### src/sv/i2cees_pkg.sv
package i2cees_pkg;

    // Depth of the write payload store
    localparam int PAYLOAD_DEPTH = 16;
    localparam int PAW  = (PAYLOAD_DEPTH > 1) ? $clog2(PAYLOAD_DEPTH) : 1;
    localparam int PCW0 = $clog2(PAYLOAD_DEPTH + 1);
    // Position counter also walks the read bytes (up to 16), so keep at least 5 bits
    localparam int PCW  = (PCW0 > 5) ? PCW0 : 5;

    typedef enum logic [1:0] {
        KIND_EVENT = 2'd0,
        KIND_READ  = 2'd1,
        KIND_WRITE = 2'd2,
        KIND_LOAD  = 2'd3
    } t_kind;

    typedef enum logic [2:0] {
        CMD_NONE    = 3'd0,
        CMD_START   = 3'd1,
        CMD_TX      = 3'd2,
        CMD_RX_ACK  = 3'd3,
        CMD_RX_NACK = 3'd4,
        CMD_STOP    = 3'd5
    } t_cmd;

    // Engine status codes, divided by eight
    localparam logic [4:0] ST_START    = 5'd1;   // 0x08
    localparam logic [4:0] ST_RESTART  = 5'd2;   // 0x10
    localparam logic [4:0] ST_SLAW_ACK = 5'd3;   // 0x18
    localparam logic [4:0] ST_DATA_ACK = 5'd5;   // 0x28
    localparam logic [4:0] ST_SLAR_ACK = 5'd8;   // 0x40
    localparam logic [4:0] ST_RX_ACK   = 5'd10;  // 0x50
    localparam logic [4:0] ST_RX_NACK  = 5'd11;  // 0x58

    localparam logic CFG_DEVICE_SELECT = 1'b0;
    localparam logic CFG_READ_COUNT    = 1'b1;

    localparam logic [6:0] DEVICE_SELECT_RESET = 7'd80;
    localparam logic [4:0] READ_COUNT_RESET    = 5'd10;
    localparam logic [4:0] READ_COUNT_MAX      = 5'd16;

    typedef struct packed {
        t_cmd       cmd;
        logic [7:0] tx_byte;
        logic       rx_valid;
        logic [7:0] rx_data;
        logic [3:0] rx_index;
        logic       done;
        logic       success;
    } t_result;

    typedef struct packed {
        logic           en;
        logic [PAW-1:0] addr;
        logic [7:0]     data;
    } t_ram_wr;

endpackage

### src/sv/i2cees_ram.sv
module i2cees_ram #(
    parameter int WIDTH = 8,
    parameter int DEPTH = 16
) (
    input  logic                             i_clk,
    input  logic                             i_we,
    input  logic [(DEPTH>1?$clog2(DEPTH):1)-1:0] i_waddr,
    input  logic [WIDTH-1:0]                 i_wdata,
    input  logic [(DEPTH>1?$clog2(DEPTH):1)-1:0] i_raddr,
    output logic [WIDTH-1:0]                 o_rdata
);

    logic [WIDTH-1:0] r_mem [DEPTH];

    always_ff @(posedge i_clk) begin
        if (i_we) begin
            r_mem[i_waddr] <= i_wdata;
        end
        o_rdata <= r_mem[i_raddr];
    end

endmodule

### src/sv/i2cees_ctrl.sv
module i2cees_ctrl (
    input  logic                       i_clk,
    input  logic                       i_rst_n,
    input  logic                       i_in_valid,
    output logic                       o_in_stall,
    input  logic [1:0]                 i_kind,
    input  logic [15:0]                i_mem_address,
    input  logic [7:0]                 i_payload_byte,
    input  logic                       i_payload_last,
    input  logic [4:0]                 i_bus_status,
    input  logic [7:0]                 i_rx_byte,
    input  logic [6:0]                 i_device_select,
    input  logic [4:0]                 i_read_count,
    input  logic [7:0]                 i_ram_rdata,
    output i2cees_pkg::t_ram_wr        o_ram_wr,
    output logic [i2cees_pkg::PAW-1:0] o_ram_raddr,
    output logic                       o_out_valid,
    input  logic                       i_out_stall,
    output i2cees_pkg::t_result        o_result
);
    import i2cees_pkg::*;

    typedef enum logic [3:0] {
        PH_IDLE, PH_START, PH_SLAW, PH_RETRY, PH_ADDR_HI,
        PH_ADDR_LO, PH_DATA, PH_RESTART, PH_SLAR, PH_RX
    } t_phase;

    t_phase         r_phase, n_phase;
    logic           r_is_read, n_is_read;
    logic [15:0]    r_taddr, n_taddr;
    logic [PCW-1:0] r_len, n_len;
    logic [PCW-1:0] r_pos, n_pos;
    logic           r_out_valid;
    t_result        r_result;

    t_result        res;
    logic           has_res;
    logic           accept;
    logic [4:0]     eff_count;
    logic [PCW-1:0] eff_ext;
    logic [PCW-1:0] pos_ld;
    logic [PCW-1:0] pos_data;
    logic           rx_last;
    logic           rx_next_last;

    assign o_in_stall = r_out_valid & i_out_stall;
    assign accept     = i_in_valid & ~o_in_stall;

    // Clamp the live read count to 1..16
    always_comb begin
        priority if (i_read_count == 5'd0) begin
            eff_count = 5'd1;
        end else if (i_read_count > READ_COUNT_MAX) begin
            eff_count = READ_COUNT_MAX;
        end else begin
            eff_count = i_read_count;
        end
    end

    assign eff_ext      = PCW'(eff_count);
    assign rx_last      = (r_pos + PCW'(1)) >= eff_ext;
    assign rx_next_last = (r_pos + PCW'(2)) >= eff_ext;
    assign pos_ld       = (r_pos < PCW'(PAYLOAD_DEPTH)) ? r_pos + PCW'(1) : r_pos;
    assign pos_data     = (r_phase == PH_ADDR_LO) ? '0 : r_pos;

    always_comb begin
        n_phase   = r_phase;
        n_is_read = r_is_read;
        n_taddr   = r_taddr;
        n_len     = r_len;
        n_pos     = r_pos;
        res       = '0;
        has_res   = 1'b0;
        o_ram_wr  = '0;

        if (accept) begin
            unique case (t_kind'(i_kind))
                KIND_LOAD: begin
                    if (r_phase == PH_IDLE) begin
                        o_ram_wr.en   = r_pos < PCW'(PAYLOAD_DEPTH);
                        o_ram_wr.addr = r_pos[PAW-1:0];
                        o_ram_wr.data = i_payload_byte;
                        n_pos         = pos_ld;
                        if (i_payload_last) begin
                            n_len = pos_ld;
                            n_pos = '0;
                        end
                    end
                end
                KIND_READ, KIND_WRITE: begin
                    if (r_phase == PH_IDLE) begin
                        n_is_read = (t_kind'(i_kind) == KIND_READ);
                        n_taddr   = i_mem_address;
                        n_pos     = '0;
                        n_phase   = PH_START;
                        has_res   = 1'b1;
                        res.cmd   = CMD_START;
                    end
                end
                KIND_EVENT: begin
                    has_res = (r_phase != PH_IDLE);
                    unique case (r_phase)
                        PH_IDLE: begin
                        end
                        PH_START, PH_RETRY: begin
                            if (i_bus_status == ST_START ||
                                (r_phase == PH_RETRY && i_bus_status == ST_RESTART)) begin
                                n_phase     = PH_SLAW;
                                res.cmd     = CMD_TX;
                                res.tx_byte = {i_device_select, 1'b0};
                            end else begin
                                n_phase  = PH_IDLE;
                                n_pos    = '0;
                                res.done = 1'b1;
                            end
                        end
                        PH_SLAW: begin
                            if (i_bus_status == ST_SLAW_ACK) begin
                                n_phase     = PH_ADDR_HI;
                                res.cmd     = CMD_TX;
                                res.tx_byte = r_taddr[15:8];
                            end else begin
                                // no acknowledge: start again
                                n_phase = PH_RETRY;
                                res.cmd = CMD_START;
                            end
                        end
                        PH_ADDR_HI: begin
                            if (i_bus_status == ST_DATA_ACK) begin
                                n_phase     = PH_ADDR_LO;
                                res.cmd     = CMD_TX;
                                res.tx_byte = r_taddr[7:0];
                            end else begin
                                n_phase  = PH_IDLE;
                                n_pos    = '0;
                                res.done = 1'b1;
                            end
                        end
                        PH_ADDR_LO, PH_DATA: begin
                            if (i_bus_status != ST_DATA_ACK) begin
                                n_phase  = PH_IDLE;
                                n_pos    = '0;
                                res.done = 1'b1;
                            end else if (r_phase == PH_ADDR_LO && r_is_read) begin
                                n_phase = PH_RESTART;
                                res.cmd = CMD_START;
                            end else if (pos_data < r_len &&
                                         pos_data < PCW'(PAYLOAD_DEPTH)) begin
                                // read data already holds the entry at pos_data
                                n_phase     = PH_DATA;
                                res.cmd     = CMD_TX;
                                res.tx_byte = i_ram_rdata;
                                n_pos       = pos_data + PCW'(1);
                            end else begin
                                n_phase     = PH_IDLE;
                                n_pos       = '0;
                                res.cmd     = CMD_STOP;
                                res.done    = 1'b1;
                                res.success = 1'b1;
                            end
                        end
                        PH_RESTART: begin
                            if (i_bus_status == ST_RESTART) begin
                                n_phase     = PH_SLAR;
                                res.cmd     = CMD_TX;
                                res.tx_byte = {i_device_select, 1'b1};
                            end else begin
                                n_phase  = PH_IDLE;
                                n_pos    = '0;
                                res.done = 1'b1;
                            end
                        end
                        PH_SLAR: begin
                            if (i_bus_status == ST_SLAR_ACK) begin
                                n_phase = PH_RX;
                                n_pos   = '0;
                                res.cmd = (eff_count == 5'd1) ? CMD_RX_NACK : CMD_RX_ACK;
                            end else begin
                                n_phase  = PH_IDLE;
                                n_pos    = '0;
                                res.done = 1'b1;
                            end
                        end
                        PH_RX: begin
                            if (rx_last && i_bus_status == ST_RX_NACK) begin
                                n_phase      = PH_IDLE;
                                n_pos        = '0;
                                res.cmd      = CMD_STOP;
                                res.rx_valid = 1'b1;
                                res.rx_data  = i_rx_byte;
                                res.rx_index = r_pos[3:0];
                                res.done     = 1'b1;
                                res.success  = 1'b1;
                            end else if (!rx_last && i_bus_status == ST_RX_ACK) begin
                                n_pos        = r_pos + PCW'(1);
                                res.cmd      = rx_next_last ? CMD_RX_NACK : CMD_RX_ACK;
                                res.rx_valid = 1'b1;
                                res.rx_data  = i_rx_byte;
                                res.rx_index = r_pos[3:0];
                            end else begin
                                n_phase  = PH_IDLE;
                                n_pos    = '0;
                                res.done = 1'b1;
                            end
                        end
                    endcase
                end
            endcase
        end
    end

    // Prefetch the entry at the next position so it is ready for the next event
    assign o_ram_raddr = n_pos[PAW-1:0];

    always_ff @(posedge i_clk) begin
        if (!i_rst_n) begin
            r_phase     <= PH_IDLE;
            r_is_read   <= 1'b0;
            r_taddr     <= '0;
            r_len       <= '0;
            r_pos       <= '0;
            r_out_valid <= 1'b0;
        end else begin
            r_phase   <= n_phase;
            r_is_read <= n_is_read;
            r_taddr   <= n_taddr;
            r_len     <= n_len;
            r_pos     <= n_pos;
            if (accept && has_res) begin
                r_out_valid <= 1'b1;
                r_result    <= res;
            end else if (!i_out_stall) begin
                r_out_valid <= 1'b0;
            end
        end
    end

    assign o_out_valid = r_out_valid;
    assign o_result    = r_result;

endmodule

### src/sv/i2c_eeprom_transaction_sequencer.sv
// Master-side sequencer for an I2C EEPROM, driving a byte-level I2C engine.
//
// Input channel (i_in_valid / o_in_stall): one item per cycle. An item is a
// request (read or write at i_mem_address), a payload byte load, or a bus
// event carrying the engine status and received byte.
// Output channel (o_out_valid / i_out_stall): zero or one result per item,
// giving the next engine command, the read byte and the end-of-transaction
// flags. A result appears in the cycle after its item is accepted.
// Throughput is one item per cycle; a payload byte goes out of the 16-entry
// store, whose next entry is always prefetched so a data event finds it
// waiting in the RAM read register.
// When the receiver stalls, the result holds in the output register and a
// further item is stalled only while that register is still full.
// Configuration (i_cfg_valid / o_cfg_ready, always ready): index 0 device
// select, index 1 read count. Write only while no transaction is running.
// Reset: synchronous, active low; control state returns to idle, device
// select 80, read count 10. The payload store has no reset and needs no
// clearing pass: only loaded bytes are ever sent.
module i2c_eeprom_transaction_sequencer (
    input  logic        i_clk,
    input  logic        i_rst_n,
    input  logic        i_in_valid,
    output logic        o_in_stall,
    input  logic [1:0]  i_kind,
    input  logic [15:0] i_mem_address,
    input  logic [7:0]  i_payload_byte,
    input  logic        i_payload_last,
    input  logic [4:0]  i_bus_status,
    input  logic [7:0]  i_rx_byte,
    output logic        o_out_valid,
    input  logic        i_out_stall,
    output logic [2:0]  o_command,
    output logic [7:0]  o_tx_byte,
    output logic        o_rx_valid,
    output logic [7:0]  o_rx_data,
    output logic [3:0]  o_rx_index,
    output logic        o_done_res,
    output logic        o_success,
    input  logic        i_cfg_valid,
    output logic        o_cfg_ready,
    input  logic        i_cfg_index,
    input  logic [6:0]  i_cfg_data
);
    import i2cees_pkg::*;

    logic [6:0]     r_device_select;
    logic [4:0]     r_read_count;
    t_ram_wr        ram_wr;
    logic [PAW-1:0] ram_raddr;
    logic [7:0]     ram_rdata;
    t_result        result;

    assign o_cfg_ready = 1'b1;

    // Hold the two configuration registers
    always_ff @(posedge i_clk) begin
        if (!i_rst_n) begin
            r_device_select <= DEVICE_SELECT_RESET;
            r_read_count    <= READ_COUNT_RESET;
        end else if (i_cfg_valid && o_cfg_ready) begin
            unique case (i_cfg_index)
                CFG_DEVICE_SELECT: r_device_select <= i_cfg_data;
                CFG_READ_COUNT:    r_read_count    <= i_cfg_data[4:0];
            endcase
        end
    end

    // Payload store: one write port for loads, one prefetching read port
    i2cees_ram #(
        .WIDTH (8),
        .DEPTH (PAYLOAD_DEPTH)
    ) u_payload_ram (
        .i_clk   (i_clk),
        .i_we    (ram_wr.en),
        .i_waddr (ram_wr.addr),
        .i_wdata (ram_wr.data),
        .i_raddr (ram_raddr),
        .o_rdata (ram_rdata)
    );

    i2cees_ctrl u_ctrl (
        .i_clk           (i_clk),
        .i_rst_n         (i_rst_n),
        .i_in_valid      (i_in_valid),
        .o_in_stall      (o_in_stall),
        .i_kind          (i_kind),
        .i_mem_address   (i_mem_address),
        .i_payload_byte  (i_payload_byte),
        .i_payload_last  (i_payload_last),
        .i_bus_status    (i_bus_status),
        .i_rx_byte       (i_rx_byte),
        .i_device_select (r_device_select),
        .i_read_count    (r_read_count),
        .i_ram_rdata     (ram_rdata),
        .o_ram_wr        (ram_wr),
        .o_ram_raddr     (ram_raddr),
        .o_out_valid     (o_out_valid),
        .i_out_stall     (i_out_stall),
        .o_result        (result)
    );

    assign o_command  = result.cmd;
    assign o_tx_byte  = result.tx_byte;
    assign o_rx_valid = result.rx_valid;
    assign o_rx_data  = result.rx_data;
    assign o_rx_index = result.rx_index;
    assign o_done_res = result.done;
    assign o_success  = result.success;

endmodule

### config.mk
export PLATFORM = sky130hd
export DESIGN_NAME = i2c_eeprom_transaction_sequencer
export DESIGN_NICKNAME = d
export VERILOG_FILES = /design/src/sv/i2cees_pkg.sv /design/src/sv/i2cees_ram.sv /design/src/sv/i2cees_ctrl.sv /design/src/sv/i2c_eeprom_transaction_sequencer.sv
export SDC_FILE = /design/constraint.sdc
export NUM_CORES = 1
export LEC_CHECK = 0
export BUFFER_PORTS_ARGS = -buffer_cell sky130_fd_sc_hd__clkbuf_2
export CORE_ASPECT_RATIO = 2
export CORE_UTILIZATION = 51
export DETAILED_ROUTE_END_ITERATION = 16
export GPL_TIMING_DRIVEN = 0
export PLACE_DENSITY = 0.71
export REMOVE_ABC_BUFFERS = 1
export SLEW_MARGIN = 30
export SYNTH_ARGS = -nofsm -noshare
export SYNTH_HDL_FRONTEND = slang
export SYNTH_SLANG_ARGS = --single-unit
export TNS_END_PERCENT = 20
### constraint.sdc
create_clock -name i_clk -period 4.02 [get_ports i_clk]
set_clock_uncertainty 0.1 [all_clocks]
set_input_delay 0.402 -clock i_clk [delete_from_list [all_inputs] [get_ports i_clk]]
set_output_delay 0.402 -clock i_clk [all_outputs]
set_load 0.01 [all_outputs]
After elaboration in Yosys (flattened, before gate mapping)
Memory sizes are Yosys's and may differ from the RTL's. A register that Yosys moved wholly into a read port is not among the register bits.
Index checks and enable logic that the tools add are counted.
{ "word_totals": {"output_inout_bits": 29, "latch_bits": 0, "mem_bits_ro": 0, "mem_bits_rw": 128, "wordCells": 160, "ff_bits": 70, "n_memories": 1, "in_bits": 53} }
{ "mem_list": {"columns": ["memory", "depth", "width", "read_ports", "rd_clocked_by_memory_dff", "wr", "line_no", "source"], "rows": [
  ["u_payload_ram.r_mem", 16, 8, 1, 1, 1, "i2cees_ram.sv:13", "logic [WIDTH-1:0] r_mem [DEPTH];"]
]} }
{ "classes": {"div": 0, "addsub": 3, "n_eq_ne": 31, "n_lt_le_gt_ge": 6, "muxes": 74, "n_reduce_logical": 25, "multipliers": 0, "shifts": 0, "bitwise_logic": 4} }
{ "ops": {"columns": ["cell", "count"], "rows": [
  ["$mux W5", 15],
  ["$mux W13", 4],
  ["$pmux W8 S5", 1],
  ["$mux W4", 8],
  ["$mux W10", 3],
  ["$mux W3", 10],
  ["$pmux W5 S6", 1],
  ["$pmux W4 S7", 1],
  ["$mux W8", 3],
  ["$pmux W3 S7", 1],
  ["$eq A4 B3 Y1 const B", 4],
  ["$eq A5 B4 Y1 const B", 3],
  ["$mux W1", 15],
  ["$pmux W5 S3", 1],
  ["$mux W14", 1],
  ["$mux W11", 1],
  ["$add A5 B1 Y5 const B", 2],
  ["$eq A5 B1 Y1 const B", 2],
  ["$eq A5 B2 Y1 const B", 2],
  ["$ge A5 B5 Y1", 2],
  ["$lt A5 B5 Y1 const B", 2],
  ["$ne A3 B3 Y1 const B", 3],
  ["$eq A4 B2 Y1 const B", 2],
  ["$eq A4 B4 Y1 const B", 2],
  ["33 further kinds", 54]
]} }

Logic depth before layout (Yosys ltp)
Gate-level depths: netlist (run 1).
{ "depth": {"depth_word": 11, "ltp_mapped": 17, "depth_no_buf": 13} }

Hierarchy
Synthesis (run 1) repeated with hierarchy kept, for this count alone.
{ "unflattened": {"hier_cells": 770, "hier_area_um2": 9746.8} }
{ "by_module_without_submodules": {"columns": ["mod", "n_inst", "cells_each", "seq_area_each_um2", "area_each_um2"], "rows": [
  ["i2cees_ram", 1, 229, 4003.8, 5147.4],
  ["i2cees_ctrl", 1, 487, 1421.4, 4112.7],
  ["i2c_eeprom_transaction_sequencer", 1, 54, 240.2, 486.7]
]} }

Least setup slack after synthesis (run 1)
Ideal clock, no wire load.
{ "synth_path": {"kind": "register to register", "start": "register r_read_count[4]", "end": "register u_payload_ram.o_rdata[6] (read register of u_payload_ram.r_mem)", "t_arrival_ns": 3.444, "stages_incl_launch_ff": 14, "setup_time_ns": 0.120, "n_path_buf": 1, "period_less_slack_ns": 3.664, "path_slack_ns": 0.356, "t_required_ns": 3.800, "path_cell_list": "dfxtp_1 -> or4_1 -> o21ai_0 -> ha_1 -> and2_0 -> o21ai_0 -> maj3_1 -> a2111oi_4 -> a22oi_1 -> o31ai_1 -> nand2b_1 -> clkbuf_1 -> o22ai_1 -> a211o_1"} }
{ "synth_via": {"elab_chain_len": 11, "word_cells_on_any_way": 13, "classes_between": "2 x order compare; 7 x mux; 4 x reduce/logical"} }
{ "synth_rtl": {"columns": ["item", "line_no", "source"], "rows": [
  ["from (decl)", "i2c_eeprom_transaction_sequencer.sv:47", "logic [4:0] r_read_count;"],
  ["from (signal assigned)", "i2c_eeprom_transaction_sequencer.sv:63", "CFG_READ_COUNT: r_read_count <= i_cfg_data[4:0];"],
  ["$gt A5 B5 Y1", "i2cees_ctrl.sv:53", "end else if (i_read_count > READ_COUNT_MAX) begin"],
  ["$mux W5", "i2cees_ctrl.sv:53", null],
  ["$mux W5 *", "i2cees_ctrl.sv:51", "priority if (i_read_count == 5'd0) begin"],
  ["$ge A5 B5 Y1 *", "i2cees_ctrl.sv:61", "assign rx_last = (r_pos + PCW'(1)) >= eff_ext;"],
  ["$logic_not A1 Y1", "i2cees_ctrl.sv:194", "end else if (!rx_last && i_bus_status == ST_RX_ACK) begin"],
  ["$logic_and A1 B1 Y1", "i2cees_ctrl.sv:194", null],
  ["$mux W5", "i2cees_ctrl.sv:194", null],
  ["$mux W5 *", "i2cees_ctrl.sv:185", "if (rx_last && i_bus_status == ST_RX_NACK) begin"],
  ["$pmux W5 S6 *", "i2cees_ctrl.sv:102", "unique case (r_phase)"],
  ["$pmux W5 S3 *", "i2cees_ctrl.sv:77", "unique case (t_kind'(i_kind))"],
  ["$mux W4 *", "i2cees_ctrl.sv:76", "if (accept) begin"],
  ["to (decl)", "i2cees_ram.sv:10", "output logic [WIDTH-1:0] o_rdata"]
]} }
Every way passes the cells marked *; elsewhere a longest branch is shown, timed or not.
A chain may end at the register's enable or synchronous reset.

Final worst setup path (run 1)
{ "layout_path": {"start": "register u_ctrl.r_phase[2]", "end": "register u_payload_ram.o_rdata[6] (read register of u_payload_ram.r_mem)"} }
{ "layout_via": {"elab_chain_len": 10, "word_cells_on_any_way": 28, "classes_between": "1 x add/sub; 2 x order compare; 8 x eq/ne; 10 x mux; 7 x reduce/logical"} }
{ "layout_rtl": {"columns": ["item", "line_no", "source"], "rows": [
  ["from (decl)", "i2cees_ctrl.sv:28", "t_phase r_phase, n_phase;"],
  ["from (signal assigned)", "i2cees_ctrl.sv:224", "r_phase <= n_phase;"],
  ["$eq A4 B3 Y1", "i2cees_ctrl.sv:64, i2cees_ctrl.sv:102, i2cees_ctrl.sv:144", null],
  ["$mux W5", "i2cees_ctrl.sv:64", "assign pos_data = (r_phase == PH_ADDR_LO) ? '0 : r_pos;"],
  ["$lt A5 B5 Y1, on equally long branches", "i2cees_ctrl.sv:147, i2cees_ctrl.sv:148", null],
  ["$logic_and A1 B1 Y1", "i2cees_ctrl.sv:147", "end else if (pos_data < r_len &&"],
  ["$mux W5", "i2cees_ctrl.sv:147", null],
  ["$mux W5", "i2cees_ctrl.sv:144", "end else if (r_phase == PH_ADDR_LO && r_is_read) begin"],
  ["$mux W5", "i2cees_ctrl.sv:140", "if (i_bus_status != ST_DATA_ACK) begin"],
  ["$pmux W5 S6", "i2cees_ctrl.sv:102", null],
  ["$pmux W5 S3 *", "i2cees_ctrl.sv:77", null],
  ["$mux W4 *", "i2cees_ctrl.sv:76", null]
]} }
Every way passes the cells marked *; elsewhere a longest branch is shown, timed or not. The select of a mux whose other input is x is not followed.

==> results of run 1 <==
-- layout by cell type (no fill, tap or decap), types with 7 or more instances in the layout --
cell       Yosys  routed
ha_1          21      21
nor3_1        13       9
and2_1        30      29
clkbuf_2       1      80
o21ai_0       17      15
a211oi_1       9       8
buf_4          3      11
nand3_1       31      31
nand2b_1      12      10
mux2_2        11      11
dfxtp_1       52      43
a211o_1       10      10
a222oi_1       7       7
edfxtp_1     154     154
mux2i_1       41      41
o22ai_1       10      10
nand2_1      121     118
inv_1         17      17
nor2_1        47      47
a21oi_1       70      70
clkbuf_16      0      19
nor2b_1        9       9
-- sequential cells by signal, summed over array words and instances (netlist names), 4 cells and up --
| signal | cells |
|---|---|
| u_ctrl.r_len | 5 |
| r_read_count | 5 |
| u_ctrl.r_pos | 5 |
| u_ctrl.r_phase | 4 |
| u_ctrl.o_result | 26 |
| r_device_select | 7 |
| u_payload_ram.r_mem | 128 |
| u_payload_ram.o_rdata | 8 |
| u_ctrl.r_taddr | 16 |
-- worst max-delay path, cell delays in order (launching register included) --
cell       delay [ns]
dfxtp_4          0.45
and4bb_2         0.35
nor2_1           0.09
ha_1             0.30
nand4_1          0.09
a2bb2oi_1        0.24
o211ai_1         0.22
a2111oi_4        0.52
o31ai_4          0.14
buf_6            0.14
buf_8            0.14
buf_8            0.15
buf_6            0.15
mux2i_1          0.15
mux2_2           0.19
o22ai_1          0.08
a211o_1          0.26
-- timing repair --
item | CTS | global route
pin swaps | 6 | 4
gates cloned | 1 | 0
endpoints found under the setup margin | 19 | 8
setup buffers | 6 | 6
resized for setup | 25 | 18
-- layer usage --
layer	vias to the layer above	track usage, %	wire [um]
met5	-	0	0
met3	74	2.51	1050
met1	3386	26.4	8390
li1	3226	-	-
met4	0	15.7	1440
met2	276	51.4	14000
-- stage by stage --
step                      power [uW]  cell area [um^2]  hold slack, ns  instances
after global routing            4720             11100          0.0153       1135
after global placement          2680              9960           0.342       1080
after floorplan                 2570              9290           0.336        784
final                           4600             11100          0.0150       1135
after detailed placement        2680             10100           0.347       1088
after CTS                       4610             10900         0.00291       1129
-- power by group --
part	switching [uW]	leakage, uW	internal (uW)
clock network	795	0.000322	1150
logic	197	0.00198	123
registers	24.4	0.00182	2310
total	1020	0.00412	3580
-- cells by family after synthesis --
kind of cell / after synthesis / share of synthesized area [%]
flip-flops: 206 / 59.5
AO/OA/AOI/OAI: 172 / 12.3
XOR/XNOR: 8 / 0.736
multiplexers: 57 / 6.20
buffers and inverters: 65 / 3.08
AND/OR/NAND/NOR: 298 / 15.0
other: 1 / 0.0394
adder cells (fa/ha/maj): 24 / 3.08
-- path summary, 6_finish.rpt --
path | from | end | slack [ns] | cells past startpoint
worst max register to register | u_ctrl.r_phase[2]$_SDFFE_PN0P_ | u_payload_ram.o_rdata[6]$_DFF_P_ | 0.15 | 16
worst min-delay path | i_cfg_data[6] | r_device_select[6]$_SDFFE_PN1P_ | 0.01 | 3
worst max-delay path | u_ctrl.r_phase[2]$_SDFFE_PN0P_ | u_payload_ram.o_rdata[6]$_DFF_P_ | 0.15 | 16
worst min register to register | u_ctrl.r_taddr[8]$_SDFFE_PN0P_ | u_ctrl.r_taddr[8]$_SDFFE_PN0P_ | 0.36 | 2
-- area by class of cell --
type                            instances  area, um^2  share of cell area (%)
Timing Repair Buffer                  100         588                    5.32
Sequential cell                       206        5690                    51.5
Tap cell                              216         270                    2.44
Inverter                               18        67.6                   0.611
Clock inverter                          7         130                    1.18
Multi-Input combinational cell        561        3770                    34.1
Clock buffer                           27         546                    4.93
==> flow_summary.json, run 1 <==
{
  "status": "finished clean",
  "synth_common_cells": "edfxtp_1 (154), nand2_1 (121), a21oi_1 (70), dfxtp_1 (52), nor2_1 (47)",
  "grt-ovfl-total": 0,
  "dieArea_mm2": 0.0192,
  "dp_hpwl_um": 17200,
  "maxSlewHeadroom_pct": 36.1,
  "rsz0062_at_grt": "no",
  "grt_pass1_wl_um": 38400,
  "grt_util_all_layers_pct": 26.4,
  "place.gp.congestion": 0.968,
  "criticalPathCategory": "reg2reg",
  "areaGrowthSynthToFinish_pct": 16.2,
  "wl_um": 24800,
  "drtIter0Drc": 415,
  "n_antenna_cell": 0,
  "cts_root_buffer": "clkbuf_16",
  "period_share_pct": 96.2,
  "pre_cts_ws_ns": -1.26,
  "ys_seq_area_share_pct": 59.5,
  "synth.most_common_cell": "edfxtp_1",
  "drc": 0,
  "numCtsBuffers": 19,
  "final_core_util_pct": 60.4,
  "fmax_mhz": 259,
  "cts_hold_buf": 0,
  "synth_cell_types": 70,
  "netlist_area_mm2": 0.00952,
  "synth.largest_area_cell": "edfxtp_1",
  "cts_tree": "done",
  "ys_ff_latch": 206,
  "grt_max_degree": 38,
  "synthArstFlopShare_pct": 0,
  "synth_ff_type": "edfxtp_1",
  "firstDrtPassIters": 6,
  "drv_slew": 0,
  "io_buffers": 80,
  "fillers": 1474,
  "hp-class": "in2reg",
  "path_max_fanout": 17,
  "powerDensity_mw_per_mm2": 416,
  "num_vias": 6962,
  "peakVddDrop_mv": 0.352,
  "synth.area.top_cells": "edfxtp_1 (49%), dfxtp_1 (11%), nand2_1 (4.8%), mux2i_1 (4.3%), a21oi_1 (3.7%)",
  "boundaryPins": 82,
  "syn_inst": 831,
  "grt_antenna_before_repair": 0,
  "worst_pin_slew_ns": 0.955,
  "rows": 70,
  "cts_sinks": 206,
  "initial_core_util_pct": 52.0,
  "fin_setup_tns_ns": 0,
  "p_leak_uw": 0.00412,
  "finalHoldViolCount": 0,
  "clk_pin_slew_ns": 0.07,
  "required_ns": 4.31,
  "clk_latency_ns": 0.50,
  "drv_cap": 0,
  "period_minus_slack_ns": 3.87,
  "h-tree-depth": 1,
  "synth_top_area_share_pct": 48.6,
  "dieWidth_um": 98.6,
  "core-area_mm2": 0.0183,
  "finalSetupViolations": 0,
  "vias_per_cell": 6.13,
  "final_antenna_net_count": 0,
  "setup_ws_ns": 0.153,
  "synth_warnings": 0,
  "critPathLaunchType": "register",
  "clk_path_buf_depth": 3,
  "avgSynthCellArea_um2": 11.5,
  "worstPathArrival_ns": 4.15,
  "synth_edf_count": 154,
  "cp-end-kind": "register",
  "die_h_um": 195,
  "nNetsFinal": 980,
  "grt_pass1_vias": 7125,
  "wire_per_inst_um": 21.9,
  "layout-drive-gt1-share_pct": 21.2
}
Power figures use the tool's default switching activity.
==> inputs of run 2 (changes only) <==
Settings changed: CORE_MARGIN from default to 2, CORE_UTILIZATION 51 to 35, PLACE_DENSITY 0.71 to default.
==> run 2 against run 1 <==
Die area rose by 49%. Count of clock-buffer cells in the layout shrank 3. Global-route usage decreased by 8.2 points. Maximum frequency down 2.2%. Sequential cell count did not move. Critical path depth fell by 2.
==> flow_summary.json, run 2 (synthesized netlist as in run 1, its figures left out) <==
{
  "status": "finished clean",
  "internal-power_uw": 3420,
  "p_leak_uw": 0.00406,
  "cts_tree": "done",
  "areaGrowthSynthToFinish_pct": 16.9,
  "cp_cell_sequence": "ha_1 -> xor2_2 -> ha_1 -> a21oi_1 -> o21ai_1 -> maj3_2 -> buf_4 -> a2111oi_1 -> o211ai_1 -> buf_4 -> nand2_8 -> mux2_1 -> o22ai_1 -> a211o_1",
  "drv_cap": 0,
  "drc": 0,
  "largest_reg_flops": 128,
  "rr_worst_depth": 14,
  "worst_pin_slew_ns": 1.14,
  "cp-end-kind": "register",
  "grt_max_degree": 38,
  "boundaryPins": 82,
  "cts_root_buffer": "clkbuf_16",
  "max_stage_delay_ns": 0.46,
  "top_register": "u_payload_ram.r_mem",
  "die_h_um": 237,
  "cts_sinks": 206,
  "power_uw": 4410,
  "wire_per_inst_um": 20.5,
  "clk_pin_slew_ns": 0.07,
  "period_minus_slack_ns": 3.96,
  "hp-class": "in2reg",
  "fin_setup_tns_ns": 0,
  "io_buffers": 80,
  "finalHoldViolCount": 0,
  "clk_path_buf_depth": 3,
  "final_common_cell": "edfxtp_1",
  "grt_antenna_before_repair": 0,
  "drtIter0Drc": 377,
  "numCtsBuffers": 19,
  "design_area_mm2": 0.0111,
  "power_frac_comb_pct": 7.1,
  "maxSlewHeadroom_pct": 23.9,
  "criticalPathCategory": "reg2reg",
  "grt_pass1_vias": 6860,
  "dpl_cell_area_mm2": 0.0103,
  "p_seq_share_pct": 52.9,
  "path_depth": 14,
  "rsz0062_at_grt": "yes",
  "dieWidth_um": 121,
  "final_cell_mix": "edfxtp_1 (154), nand2_1 (119), clkbuf_2 (80)",
  "required_ns": 4.35,
  "initial_core_util_pct": 35.5,
  "switching_power_uw": 990,
  "vias_per_cell": 5.38,
  "drv_slew": 0,
  "period_share_pct": 98.4,
  "firstDrtPassIters": 7,
  "critPathLaunchType": "register",
  "clk_latency_ns": 0.49,
  "crit_buf_inv": 2,
  "rows": 85,
  "clkPwrFrac_pct": 40.0,
  "slowest_stage": "dfxtp_4",
  "path_max_fanout": 14,
  "core-area_mm2": 0.0268,
  "worstPathArrival_ns": 4.28,
  "powerDensity_mw_per_mm2": 397,
  "holdPathStages": 3,
  "finalSetupViolations": 0,
  "dp_hpwl_um": 18500,
  "final_antenna_net_count": 0,
  "n_antenna_cell": 0,
  "peakVddDrop_mv": 0.472,
  "layout-drive-gt1-share_pct": 21.2,
  "switching_share_pct": 22.4,
  "nNetsFinal": 980,
  "cts_hold_buf": 0,
  "wl_um": 26000,
  "grt_util_all_layers_pct": 18.2,
  "dieArea_mm2": 0.0286,
  "fmax_mhz": 253,
  "num_vias": 6811,
  "grt-ovfl-total": 0,
  "h-tree-depth": 1,
  "grt_pass1_wl_um": 39000,
  "place.gp.congestion": 0.942,
  "cp_top_family": "compound AO/OA/AOI/OAI gates"
}
[run 2: changes by cell type in the layout (fill, tap and decap cells not counted), moves of 2 or more]
cell / change
clkinv_2: +5
clkbuf_8: -3
a221oi_2: +2
bufinv_16: -2
nor2_1: -2
nor2_2: +2
[run 2: layout make-up]
cell class | instances | area (um^2)
Clock inverter | 9 | 75.1
Clock buffer | 24 | 526
Multi-Input combinational cell | 562 | 3770
Sequential cell | 206 | 5690
Inverter | 18 | 67.6
Tap cell | 348 | 435
Timing Repair Buffer | 99 | 564
Fill cell | 2598 | 15700
[run 2: worst register-to-register path, cell delays in order (launching register included)]
cell and delay [ns]:
dfxtp_4 0.46, ha_1 0.27, xor2_2 0.27, ha_1 0.30, a21oi_1 0.15, o21ai_1 0.10
maj3_2 0.36, buf_4 0.16, a2111oi_1 0.43, o211ai_1 0.13, buf_4 0.22, nand2_8 0.14
mux2_1 0.39, o22ai_1 0.22, a211o_1 0.19
[run 2: power by group through the flow]
stage                     combinational, uW  sequential, uW  clock (uW)
after floorplan                         185            2380           0
after global placement                  304            2380           0
after detailed placement                300            2380           0
after CTS                               308            2340        1810
after global routing                    344            2340        1880
final                                   313            2330        1770
[run 2: what timing repair did]
action,4_1_cts,5_1_grt
buffers inserted,4,7
gates resized for setup,31,8
gates cloned,1,1
pin swaps,5,4
endpoints found under the setup margin,20,18
[run 2: layer usage]
| layer | vias up | global-route usage, % | routed length (um) |
|---|---|---|---|
| met5 | - | 0 | 0 |
| met1 | 3291 | 17.4 | 8580 |
| met3 | 74 | 1.66 | 951 |
| li1 | 3227 | - | - |
| met4 | 0 | 11.0 | 1540 |
| met2 | 219 | 36.0 | 14900 |
[run 2: metrics by stage]
| stage | hold WS (ns) | std cells | setup WS, ns | util (%) |
|---|---|---|---|---|
| 2_1_floorplan | 0.336 | 784 | -4.72 | - |
| 3_3_place_gp | 0.341 | 1212 | -8.87 | 37.8 |
| 3_5_place_dp | 0.346 | 1220 | -1.24 | 38.3 |
| 4_1_cts | 0.00712 | 1258 | 0.0101 | 41.1 |
| 5_1_grt | 0.0264 | 1266 | -0.00367 | 41.5 |
| 6_report | 0.0242 | 1266 | 0.0645 | 41.5 |
[run 2: path summary, 6_finish.rpt]
| kind | from | endpoint | slack (ns) |
|---|---|---|---|
| max | u_ctrl.r_pos[0]$_SDFF_PN0_ | u_payload_ram.o_rdata[1]$_DFF_P_ | 0.06 |
| min | i_mem_address[0] | u_ctrl.r_taddr[0]$_SDFFE_PN0P_ | 0.02 |
| max reg2reg | u_ctrl.r_pos[0]$_SDFF_PN0_ | u_payload_ram.o_rdata[1]$_DFF_P_ | 0.06 |
| min reg2reg | r_device_select[5]$_SDFFE_PN0P_ | r_device_select[5]$_SDFFE_PN0P_ | 0.35 |
==> inputs of run 3 (changes only) <==
Clock period 4.02 ns to 4.6 ns, I/O delays scaled along.
==> run 3 against run 2 <==
Clock power fell by 12%. Die area did not move. Combinational power shrank 16%. Critical path depth down 2. Final cell count down 1.0%. Sequential share of layout area grew 0.63 points. Total power decreased by 13%. Via count down 0.53%. Setup slack improved by 0.015 ns. Highest routed layer unchanged. First-iteration DRC count down 4.0%. Count of clock-buffer cells in the layout stayed put. Register-to-register slack better by 0.02 ns.
==> flow_summary.json, run 3 (synthesized netlist as in run 1, its figures left out) <==
{
  "drv_cap": 0,
  "worst_pin_slew_ns": 0.903,
  "drtIter0Drc": 362,
  "cts_hold_buf": 0,
  "cts_tree": "done",
  "status": "finished clean",
  "power_frac_comb_pct": 6.9,
  "dieWidth_um": 121,
  "grt_antenna_before_repair": 0,
  "period_share_pct": 98.3,
  "powerDensity_mw_per_mm2": 352,
  "num_vias": 6775,
  "rr_worst_depth": 12,
  "rsz0062_at_grt": "no",
  "boundaryPins": 82,
  "dpl_cell_area_mm2": 0.0103,
  "cts_sinks": 206,
  "wire_per_inst_um": 20.4,
  "finalHoldViolCount": 0,
  "internal-power_uw": 2990,
  "nNetsFinal": 967,
  "final_cell_mix": "edfxtp_1 (154), nand2_1 (119), clkbuf_2 (80)",
  "grt_max_degree": 49,
  "criticalPathCategory": "reg2reg",
  "finalSetupViolations": 0,
  "dp_hpwl_um": 18500,
  "grt_pass1_wl_um": 38500,
  "drv_slew": 0,
  "grt_pass1_vias": 6781,
  "cp_top_family": "compound AO/OA/AOI/OAI gates",
  "core-area_mm2": 0.0268,
  "die_h_um": 237,
  "clkPwrFrac_pct": 40.2,
  "cpMostUsedCell": "ha_1",
  "top_register": "u_payload_ram.r_mem",
  "critPathLaunchType": "register",
  "grt-ovfl-total": 0,
  "switching_power_uw": 868,
  "p_seq_share_pct": 53.0,
  "n_antenna_cell": 0,
  "firstDrtPassIters": 6,
  "design_area_mm2": 0.0110,
  "grt_util_all_layers_pct": 18.0,
  "layout-drive-gt1-share_pct": 18.8,
  "largest_reg_flops": 128,
  "cts_root_buffer": "clkbuf_16",
  "io_buffers": 80,
  "clk_pin_slew_ns": 0.07,
  "period_minus_slack_ns": 4.52,
  "p_leak_uw": 0.00399,
  "holdWs_ns": 0.0792,
  "crit_buf_inv": 0,
  "worstPathArrival_ns": 4.84,
  "areaGrowthSynthToFinish_pct": 15.1,
  "numCtsBuffers": 19,
  "cp-end-kind": "register",
  "wl_um": 25600,
  "cp_cell_sequence": "ha_1 -> xor2_1 -> ha_1 -> a21oi_1 -> o21ai_0 -> maj3_1 -> a2111oi_0 -> o211ai_1 -> nand2_8 -> mux2_1 -> o22ai_1 -> a211o_1",
  "required_ns": 4.92,
  "rows": 85,
  "vias_per_cell": 5.41,
  "clk_path_buf_depth": 3,
  "path_max_fanout": 48,
  "peakVddDrop_mv": 0.413,
  "hp-class": "in2reg",
  "maxSlewHeadroom_pct": 39.7,
  "switching_share_pct": 22.5,
  "fmax_mhz": 221,
  "drc": 0,
  "slowest_stage": "dfxtp_1",
  "path_depth": 12,
  "h-tree-depth": 1,
  "final_antenna_net_count": 0,
  "clk_latency_ns": 0.50,
  "dieArea_mm2": 0.0286,
  "holdPathStages": 3,
  "place.gp.congestion": 0.942,
  "initial_core_util_pct": 35.5,
  "max_stage_delay_ns": 0.55,
  "final_common_cell": "edfxtp_1"
}
-- run 3: changes by cell type in the layout (fill, tap and decap cells not counted), sizes merged --
| cell | before | now |
|---|---|---|
| buf | 19 | 8 |
| nand2 | 123 | 121 |
-- run 3: worst paths after layout --
check / startpoint / end / slack (ns)
hold / removal: i_mem_address[0] / u_ctrl.r_taddr[0]$_SDFFE_PN0P_ / 0.08
setup / recovery: u_ctrl.r_pos[1]$_SDFF_PN0_ / u_payload_ram.o_rdata[1]$_DFF_P_ / 0.08
setup reg to reg: u_ctrl.r_pos[1]$_SDFF_PN0_ / u_payload_ram.o_rdata[1]$_DFF_P_ / 0.08
hold reg to reg: r_device_select[5]$_SDFFE_PN0P_ / r_device_select[5]$_SDFFE_PN0P_ / 0.36
-- run 3: stage by stage --
| step | instances | setup slack, ns | util, % | setup TNS (ns) | power (uW) |
|---|---|---|---|---|---|
| after floorplan | 784 | -4.14 | - | -36.36 | 2240 |
| final | 1253 | 0.0799 | 40.9 | 0 | 3860 |
| after global placement | 1212 | -8.29 | 37.8 | -70.53 | 2350 |
| after global routing | 1253 | 0.0156 | 40.9 | 0 | 3980 |
| after CTS | 1253 | 0.0584 | 40.8 | 0 | 3890 |
| after detailed placement | 1220 | -0.662 | 38.3 | -4.95 | 2340 |
-- run 3: cell type report --
cell class | count | area, um^2
Tap cell | 348 | 435
Clock inverter | 9 | 75.1
Multi-Input combinational cell | 560 | 3700
Inverter | 18 | 67.6
Timing Repair Buffer | 88 | 478
Sequential cell | 206 | 5670
Fill cell | 2603 | 15800
Clock buffer | 24 | 526
-- run 3: tightest hold or removal path: cells and delay by family --
family	cells	cell delay, ns
compound gates	1	0.05
buf+inv	1	0.08
simple gates	1	0.04
-- run 3: what timing repair did --
item                                    CTS  global route
buffers inserted                          0             0
pin swaps                                 0             1
endpoints found under the setup margin    8             8
gates resized for setup                  13             5
-- run 3: per-layer routing --
layer	global-route usage [%]	up-vias	wire, um
met5	0	-	0
met4	11.2	0	1600
met3	1.56	73	975
met2	35.2	232	14600
met1	17.5	3271	8430
li1	-	3199	-
-- run 3: power by group through the flow --
stage          combinational, uW  clock (uW)  sequential [uW]
3_3_place_gp                 266           0             2080
3_5_place_dp                 262           0             2080
4_1_cts                      265        1580             2040
2_1_floorplan                161           0             2080
6_report                     264        1550             2040
5_1_grt                      292        1650             2040
